### config.mk
export PLATFORM = sky130hd
export DESIGN_NAME = feeder_stall_detector
export DESIGN_NICKNAME = d
export VERILOG_FILES = /design/src/rtl/core/fsd_pkg.sv /design/src/rtl/core/feeder_stall_detector.sv /design/src/rtl/core/fsd_lowpass.sv /design/src/rtl/core/fsd_stall_fsm.sv
export SDC_FILE = /design/constraint.sdc
export NUM_CORES = 2
export LEC_CHECK = 0
export BUFFER_PORTS_ARGS = -buffer_cell sky130_fd_sc_hd__clkbuf_2
export CAP_MARGIN = 10
export CORE_ASPECT_RATIO = 1.75
export CORE_UTILIZATION = 45
export DETAILED_ROUTE_END_ITERATION = 7
export MAX_ROUTING_LAYER = met4
export PLACE_DENSITY_LB_ADDON = 0.12
export SLEW_MARGIN = 10
export SYNTH_ARGS = -nofsm -noshare
export SYNTH_HDL_FRONTEND = slang
export SYNTH_SLANG_ARGS = --single-unit
export TNS_END_PERCENT = 20
### constraint.sdc
create_clock -name clk -period 14.6 [get_ports clk]
set_clock_uncertainty 0.05 [all_clocks]
set_input_delay 2.19 -clock clk [delete_from_list [all_inputs] [get_ports clk]]
set_output_delay 2.19 -clock clk [all_outputs]
set_load 0.05 [all_outputs]
### src/rtl/core/fsd_pkg.sv
// Package for the feeder stall detector: transfer payload types, mode encoding,
// configuration register indexes and reset values.
// No dependencies.
package fsd_pkg;

  // Stall state machine encoding
  typedef enum logic [1:0] {
    MODE_NORMAL     = 2'd0,
    MODE_STALLING   = 2'd1,
    MODE_RECOVERING = 2'd2
  } mode_t;

  // Configuration register indexes
  localparam int unsigned CFG_ADDR_W = 3;
  localparam logic [CFG_ADDR_W-1:0] CFG_FILTER_ALPHA     = 3'd0;
  localparam logic [CFG_ADDR_W-1:0] CFG_SPEED_THRESHOLD  = 3'd1;
  localparam logic [CFG_ADDR_W-1:0] CFG_TORQUE_THRESHOLD = 3'd2;
  localparam logic [CFG_ADDR_W-1:0] CFG_STALL_TIME_MS    = 3'd3;
  localparam logic [CFG_ADDR_W-1:0] CFG_RECOVER_TIME_MS  = 3'd4;

  localparam int unsigned CFG_DATA_W = 16;

  // Register reset values
  localparam logic [15:0] FILTER_ALPHA_RST     = 16'd3277;
  localparam logic [14:0] SPEED_THRESHOLD_RST  = 15'd26;
  localparam logic [14:0] TORQUE_THRESHOLD_RST = 15'd512;
  localparam logic [15:0] STALL_TIME_MS_RST    = 16'd500;
  localparam logic [15:0] RECOVER_TIME_MS_RST  = 16'd500;

  // Input transfer payload
  typedef struct packed {
    logic signed [15:0] motor_speed;
    logic signed [15:0] motor_torque;
    logic [31:0]        now_ms;
    logic               force_reverse;
  } in_item_t;

  // Result transfer payload
  typedef struct packed {
    logic [1:0]         mode;
    logic               probably_blocked;
    logic               reverse_drive;
    logic signed [15:0] smoothed_speed;
    logic signed [15:0] smoothed_torque;
  } out_item_t;

  // Thresholds and timers handed to the stall state machine
  typedef struct packed {
    logic [14:0] speed_threshold;
    logic [14:0] torque_threshold;
    logic [15:0] stall_time_ms;
    logic [15:0] recover_time_ms;
  } stall_cfg_t;

endpackage

### src/rtl/core/feeder_stall_detector.sv
// Feeder stall detector top level: handshake pipeline, configuration registers,
// filters and stall state machine. Depends on fsd_pkg, fsd_lowpass, fsd_stall_fsm.
//
//   Port group  Direction  Handshake        Payload
//   in_*        input      valid/ready      fsd_pkg::in_item_t
//   out_*       output     valid/ready      fsd_pkg::out_item_t
//   cfg_*       input      write enable     index 3 bits, data 16 bits
//
// One item per cycle sustained while the result register is free or being taken;
// three register stages (input, filter, result) lie between an input transfer and
// its valid result. The rate is set by the filter update loop, one multiply-add
// per advancing cycle. Synchronous active-low reset restores register defaults
// and clears filters and mode. All stages hold while a result waits.
module feeder_stall_detector (
  input  logic                              clk,
  input  logic                              rst_n,
  input  logic                              in_valid,
  output logic                              in_ready,
  input  fsd_pkg::in_item_t                 in_data,
  output logic                              out_valid,
  input  logic                              out_ready,
  output fsd_pkg::out_item_t                out_data,
  input  logic                              cfg_we,
  input  logic [fsd_pkg::CFG_ADDR_W-1:0]    cfg_addr,
  input  logic [fsd_pkg::CFG_DATA_W-1:0]    cfg_wdata
);

  logic [15:0]         alpha_r;
  fsd_pkg::stall_cfg_t cfg_r;

  logic                advance;
  logic                a_valid_r;
  fsd_pkg::in_item_t   a_item_r;
  logic                b_valid_r;
  logic [31:0]         b_now_r;
  logic                b_force_r;
  logic                out_valid_r;
  fsd_pkg::out_item_t  out_r;

  logic signed [31:0]  speed_filt;
  logic signed [31:0]  torque_filt;
  logic signed [15:0]  speed_q8;
  logic signed [15:0]  torque_q8;
  fsd_pkg::out_item_t  fsm_result;

  // Configuration registers
  always_ff @(posedge clk) begin
    if (!rst_n) begin
      alpha_r                <= fsd_pkg::FILTER_ALPHA_RST;
      cfg_r.speed_threshold  <= fsd_pkg::SPEED_THRESHOLD_RST;
      cfg_r.torque_threshold <= fsd_pkg::TORQUE_THRESHOLD_RST;
      cfg_r.stall_time_ms    <= fsd_pkg::STALL_TIME_MS_RST;
      cfg_r.recover_time_ms  <= fsd_pkg::RECOVER_TIME_MS_RST;
    end else if (cfg_we) begin
      unique case (cfg_addr)
        fsd_pkg::CFG_FILTER_ALPHA:     alpha_r                <= cfg_wdata;
        fsd_pkg::CFG_SPEED_THRESHOLD:  cfg_r.speed_threshold  <= cfg_wdata[14:0];
        fsd_pkg::CFG_TORQUE_THRESHOLD: cfg_r.torque_threshold <= cfg_wdata[14:0];
        fsd_pkg::CFG_STALL_TIME_MS:    cfg_r.stall_time_ms    <= cfg_wdata;
        fsd_pkg::CFG_RECOVER_TIME_MS:  cfg_r.recover_time_ms  <= cfg_wdata;
        default: ;
      endcase
    end
  end

  // Whole pipe moves while the result register is free or being taken
  assign advance  = !out_valid_r || out_ready;
  assign in_ready = advance;

  // Pipeline valids
  always_ff @(posedge clk) begin
    if (!rst_n) begin
      a_valid_r   <= 1'b0;
      b_valid_r   <= 1'b0;
      out_valid_r <= 1'b0;
    end else if (advance) begin
      a_valid_r   <= in_valid;
      b_valid_r   <= a_valid_r;
      out_valid_r <= b_valid_r;
    end
  end

  // Pipeline payload
  always_ff @(posedge clk) begin
    if (advance) begin
      if (in_valid) begin
        a_item_r <= in_data;
      end
      if (a_valid_r) begin
        b_now_r   <= a_item_r.now_ms;
        b_force_r <= a_item_r.force_reverse;
      end
      if (b_valid_r) begin
        out_r <= fsm_result;
      end
    end
  end

  // Filters update as the item moves into the second stage
  fsd_lowpass u_speed_lp (
    .clk     (clk),
    .rst_n   (rst_n),
    .en      (advance && a_valid_r),
    .alpha   (alpha_r),
    .x       (a_item_r.motor_speed),
    .filt    (speed_filt),
    .filt_q8 (speed_q8)
  );

  fsd_lowpass u_torque_lp (
    .clk     (clk),
    .rst_n   (rst_n),
    .en      (advance && a_valid_r),
    .alpha   (alpha_r),
    .x       (a_item_r.motor_torque),
    .filt    (torque_filt),
    .filt_q8 (torque_q8)
  );

  // State machine steps as the item moves into the result register
  fsd_stall_fsm u_fsm (
    .clk           (clk),
    .rst_n         (rst_n),
    .en            (advance && b_valid_r),
    .cfg           (cfg_r),
    .speed_filt    (speed_filt),
    .torque_filt   (torque_filt),
    .now_ms        (b_now_r),
    .force_reverse (b_force_r),
    .result        (fsm_result)
  );

  assign out_valid = out_valid_r;

  // Result register drives the output payload
  always_comb begin
    out_data = out_r;
  end

  // Cross-check of the filter's Q7.8 tap against the value handed to the result
  a_tap: assert property (@(posedge clk) disable iff (!rst_n)
    advance && b_valid_r |=> out_r.smoothed_speed == $past(speed_q8)
      && out_r.smoothed_torque == $past(torque_q8))
    else $error("smoothed value mismatch");

endmodule

### src/rtl/core/fsd_lowpass.sv
// First-order low-pass filter, f += alpha*(x - f), state held in Q7.24.
// One update per enabled cycle. Depends on nothing outside this file.
module fsd_lowpass (
  input  logic               clk,
  input  logic               rst_n,
  input  logic               en,
  input  logic [15:0]        alpha,
  input  logic signed [15:0] x,
  output logic signed [31:0] filt,
  output logic signed [15:0] filt_q8
);

  logic signed [31:0] filt_r;
  logic signed [31:0] filt_nxt;
  logic signed [32:0] x24;
  logic signed [32:0] diff;
  logic signed [49:0] prod;
  logic signed [32:0] step;
  logic signed [32:0] sum;

  // Difference is exact in 33 bits; product floors through the arithmetic shift
  assign x24      = {x[15], x, 16'h0000};
  assign diff     = x24 - {filt_r[31], filt_r};
  assign prod     = $signed({1'b0, alpha}) * diff;
  assign step     = prod[48:16];
  assign sum      = {filt_r[31], filt_r} + step;
  // Result always lies between old value and x24, so it fits 32 bits
  assign filt_nxt = sum[31:0];

  always_ff @(posedge clk) begin
    if (!rst_n) begin
      filt_r <= '0;
    end else if (en) begin
      filt_r <= filt_nxt;
    end
  end

  assign filt    = filt_r;
  // Floor to Q7.8
  assign filt_q8 = filt_r[31:16];

endmodule

### src/rtl/core/fsd_stall_fsm.sv
// Blocked detection on the filtered values and the normal/stalling/recovering
// state machine with its entry time stamp. Depends on fsd_pkg.
module fsd_stall_fsm (
  input  logic               clk,
  input  logic               rst_n,
  input  logic               en,
  input  fsd_pkg::stall_cfg_t cfg,
  input  logic signed [31:0] speed_filt,
  input  logic signed [31:0] torque_filt,
  input  logic [31:0]        now_ms,
  input  logic               force_reverse,
  output fsd_pkg::out_item_t result
);

  fsd_pkg::mode_t mode_r;
  fsd_pkg::mode_t mode_nxt;
  logic [31:0]    entry_r;
  logic [31:0]    entry_nxt;
  logic [31:0]    speed_mag;
  logic [31:0]    torque_mag;
  logic [31:0]    speed_lim;
  logic [31:0]    torque_lim;
  logic [31:0]    elapsed;
  logic           blocked;
  logic           stall_expired;
  logic           recover_expired;

  // Magnitudes against thresholds scaled to Q7.24
  assign speed_mag  = speed_filt[31]  ? 32'(-speed_filt)  : 32'(speed_filt);
  assign torque_mag = torque_filt[31] ? 32'(-torque_filt) : 32'(torque_filt);
  assign speed_lim  = {1'b0, cfg.speed_threshold, 16'h0000};
  assign torque_lim = {1'b0, cfg.torque_threshold, 16'h0000};
  assign blocked    = (speed_mag < speed_lim) && (torque_mag > torque_lim);

  // Time since last mode change, wrapping
  assign elapsed         = now_ms - entry_r;
  assign stall_expired   = elapsed > {16'h0000, cfg.stall_time_ms};
  assign recover_expired = elapsed > {16'h0000, cfg.recover_time_ms};

  // Next state
  always_comb begin
    mode_nxt  = mode_r;
    entry_nxt = entry_r;
    unique case (mode_r)
      fsd_pkg::MODE_NORMAL: begin
        if (blocked) begin
          mode_nxt  = fsd_pkg::MODE_STALLING;
          entry_nxt = now_ms;
        end
      end
      fsd_pkg::MODE_STALLING: begin
        if (!blocked) begin
          mode_nxt  = fsd_pkg::MODE_NORMAL;
          entry_nxt = now_ms;
        end else if (stall_expired) begin
          mode_nxt  = fsd_pkg::MODE_RECOVERING;
          entry_nxt = now_ms;
        end
      end
      fsd_pkg::MODE_RECOVERING: begin
        if (recover_expired) begin
          mode_nxt  = fsd_pkg::MODE_NORMAL;
          entry_nxt = now_ms;
        end
      end
      default: begin
        mode_nxt = fsd_pkg::MODE_NORMAL;
      end
    endcase
  end

  always_ff @(posedge clk) begin
    if (!rst_n) begin
      mode_r  <= fsd_pkg::MODE_NORMAL;
      entry_r <= '0;
    end else if (en) begin
      mode_r  <= mode_nxt;
      entry_r <= entry_nxt;
    end
  end

  // Result for this step
  always_comb begin
    result.mode             = mode_nxt;
    result.probably_blocked = blocked;
    result.reverse_drive    = force_reverse || (mode_nxt == fsd_pkg::MODE_RECOVERING);
    result.smoothed_speed   = speed_filt[31:16];
    result.smoothed_torque  = torque_filt[31:16];
  end

  // Normal can only move on to stalling
  a_normal_exit: assert property (@(posedge clk) disable iff (!rst_n)
    en && mode_r == fsd_pkg::MODE_NORMAL
      |=> mode_r == fsd_pkg::MODE_NORMAL || mode_r == fsd_pkg::MODE_STALLING)
    else $error("normal left for recovering");

  // Recovering never drops back to stalling
  a_recover_exit: assert property (@(posedge clk) disable iff (!rst_n)
    en && mode_r == fsd_pkg::MODE_RECOVERING |=> mode_r != fsd_pkg::MODE_STALLING)
    else $error("recovering went to stalling");

  // No step, no state change
  a_hold: assert property (@(posedge clk) disable iff (!rst_n)
    !en |=> $stable(mode_r) && $stable(entry_r))
    else $error("state moved without a step");

  // Entry time only moves with a mode change
  a_entry: assert property (@(posedge clk) disable iff (!rst_n)
    en && mode_nxt == mode_r |=> $stable(entry_r))
    else $error("entry time changed without mode change");

endmodule
==> impl_metrics.tcl <==
set metrics [dict create \
    die-area_mm2 0.121 \
    maxCapViolations 0 \
    grt_first_pass_wirelength_mm 245 \
    final_cell_mix "inv_1, fa_1, nand2_1" \
    ant_nets 0 \
    whs_endpoint "b_force_r$_DFFE_PP_" \
    crit_slowest_cell "a2111oi_0" \
    ys_warn_count 0 \
    rrSetupSlack_ns 1.66 \
    dp_hpwl_mm 123 \
    synth_nets 7611 \
    grt.overflow.total 0 \
    grt_antenna_before_repair 4 \
    crit_required_ns 14.99 \
    nFillCells 11500 \
    wl_per_cell_um 20.4 \
    hp-start "a_item_r[0]$_DFFE_PP_" \
    ys_seq_area_frac 0.141 \
    ys_seq_elements 313 \
    grt.total_usage 0.274 \
    cts_sinks 313 \
    area_growth_pct 6.82 \
    h-tree-depth 2 \
    r2r-start "u_speed_lp.filt[0]$_SDFFE_PN0P_" \
    cts_setup_buffers 0 \
    dr.pass1.iters 8 \
    dieHeight_um 459 \
    vias_per_cell 5.31 \
    ys_types 78 \
    seq_area_mm2 0.00763 \
    hold_viol_final 0 \
    cp_top_family "adder cells" \
    fmaxAchievable_mhz 77.3 \
    nets 7631 \
    hold_class "reg -> reg" \
    grt_max_degree 69 \
    min_path_cells 0 \
    cp_slowest_stage_delay_ns 0.78 \
    synthFlopType "dfxtp_1" \
    finalCritPeriodShare 0.886 \
    reg2reg_depth 47 \
    syn_avg_cell_area_um2 8.79 \
    cts_tree "built" \
    drt-total-wl_mm 157 \
    syn_inst 6121 \
    worst_pin_slew_ns 1.15 \
    crit_arrival_ns 13.33 \
    critPathMaxFanout 21 \
    rsz0062_at_grt "false" \
    gp_congestion 0.920 \
    io_pins 127 \
    core_area_mm2 0.118 \
    period_needed_ns 12.94 \
    drc 0 \
    cts_root_buf "clkbuf_16" \
    final_common_cell "inv_1" \
    cts.clk_slew.worst_paths_ns 0.06 \
    postCtsHoldBufs 0 \
    initialDrtViolationCount 2045 \
    synth_enable_flop_cells 134 \
    dieWidth_um 263 \
    status "finished, final reports clean" \
    cts_made_buffers 36 \
    start_util 0.454 \
    grt_pass1_vias 44100 \
    crit_buf_inv 7 \
    worstReg2RegEnd "u_speed_lp.filt[30]$_SDFFE_PN0P_" \
    clk_latency_ns 0.58 \
    async_flop_share 0 \
    slew_violations 0 \
    portBuffers 126 \
    slew_headroom 0.214 \
    cp.depth 47 \
    startpoint_type "flop" \
    setup_tns_ns 0 \
    rows 167 \
    cp-end-kind "flop" \
    syn_area_mm2 0.0538 \
    ctsResizeCount 0 \
    multi_input_area_mm2 0.0402 \
    setup_viol 0 \
    drive_gt1_frac 0.0548 \
    cts_max_path_buffers 3 \
    vias 40900 \
    critPathKind "reg -> reg" \
]
==> cells by family after synthesis <==
kind of cell / synth area share
xor+xnor: 0.0397
fa+ha+maj: 0.463
mux: 0.000768
compound gates: 0.0807
buf+inv: 0.112
flops: 0.141
simple gates: 0.163
==> registers in the layout (all words and copies together) (netlist names) <==
name / flops
alpha_r: 16
b_now_r: 32
a_valid_r: 1
a_item_r: 65
u_speed_lp.filt: 32
out_valid: 1
cfg_r: 62
b_valid_r: 1
out_data: 36
u_torque_lp.filt: 32
u_fsm.entry_r: 32
u_fsm.mode_r: 2
b_force_r: 1
==> worst max path at each step <==
stage	start	end	slack, ns
after detailed placement	u_speed_lp.filt[16]$_SDFFE_PN0P_	u_speed_lp.filt[30]$_SDFFE_PN0P_	1.69
after floorplan	u_speed_lp.filt[16]$_SDFFE_PN0P_	u_speed_lp.filt[30]$_SDFFE_PN0P_	3.17
after global routing	u_speed_lp.filt[16]$_SDFFE_PN0P_	u_speed_lp.filt[30]$_SDFFE_PN0P_	0.76
after CTS	u_speed_lp.filt[16]$_SDFFE_PN0P_	u_speed_lp.filt[30]$_SDFFE_PN0P_	1.65
final	u_speed_lp.filt[0]$_SDFFE_PN0P_	u_speed_lp.filt[30]$_SDFFE_PN0P_	1.66
after global placement	u_speed_lp.filt[0]$_SDFFE_PN0P_	u_speed_lp.filt[30]$_SDFFE_PN0P_	1.81
==> area by class of cell <==
class                   instances  share of cell area
clock buffers                  48              0.0177
flip-flops and latches        313               0.133
diodes                          3            0.000131
well taps                    1521              0.0331
repair buffers                229              0.0244
clock inverters                18             0.00344
multi-input cells            4219               0.701
inverters                    1342              0.0878
==> cell usage after synthesis (4+ instances only) <==
cell type / instances / area, µm²
nor3b_1: 4 / 30.0
and2_1: 439 / 2750
a211o_1: 4 / 35.0
ha_1: 420 / 5260
nand2b_1: 26 / 163
a221oi_1: 4 / 35.0
o21ai_0: 119 / 596
a21oi_1: 291 / 1460
or2_2: 6 / 37.5
nor4_1: 16 / 100
nor2_1: 139 / 522
buf_6: 5 / 56.3
inv_1: 1340 / 5030
dfxtp_1: 179 / 3580
o22ai_1: 6 / 37.5
or3_1: 21 / 131
clkbuf_1: 234 / 878
nand3_1: 87 / 435
and4_1: 5 / 43.8
fa_1: 981 / 19600
o31a_1: 6 / 52.6
o31ai_1: 15 / 113
a211oi_1: 19 / 143
nand2_1: 976 / 3660
edfxtp_1: 134 / 4020
nor3_1: 34 / 170
o21a_1: 44 / 330
buf_1: 6 / 22.5
a21boi_0: 9 / 67.6
o211ai_1: 25 / 188
and3_1: 16 / 100
o21bai_1: 33 / 248
a31oi_1: 14 / 87.6
nand4_1: 32 / 200
nor2b_1: 33 / 206
xor2_1: 43 / 377
o21ai_1: 26 / 130
a21o_1: 60 / 450
xnor2_1: 198 / 1730
a2111oi_0: 7 / 61.3
o41ai_1: 5 / 43.8
or4_1: 8 / 60.1
==> routing by layer <==
layer / up-vias / wire (µm) / global-route usage
met5: - / 0 / -
li1: 18700 / - / -
met1: 20800 / 55500 / 0.278
met4: 0 / 7750 / 0.120
met3: 402 / 4990 / 0.0173
met2: 965 / 88600 / 0.533
==> per-stage QoR <==
step / instances / worst slack [ns] / hold slack (ns) / util / area [µm²]
floorplan: 6121 / 3.17 / 0.350 / - / 53800
detailed placement: 7624 / 1.69 / 0.355 / 0.475 / 56200
CTS: 7690 / 1.65 / 0.350 / 0.485 / 57400
global route: 7693 / 0.760 / 0.357 / 0.485 / 57400
global placement: 7624 / 1.81 / 0.351 / 0.475 / 56200
finish: 7693 / 1.66 / 0.356 / 0.485 / 57400
Power is not shown: default switching activity piles up to over one toggle a cycle in this logic, so the estimate is an artifact.
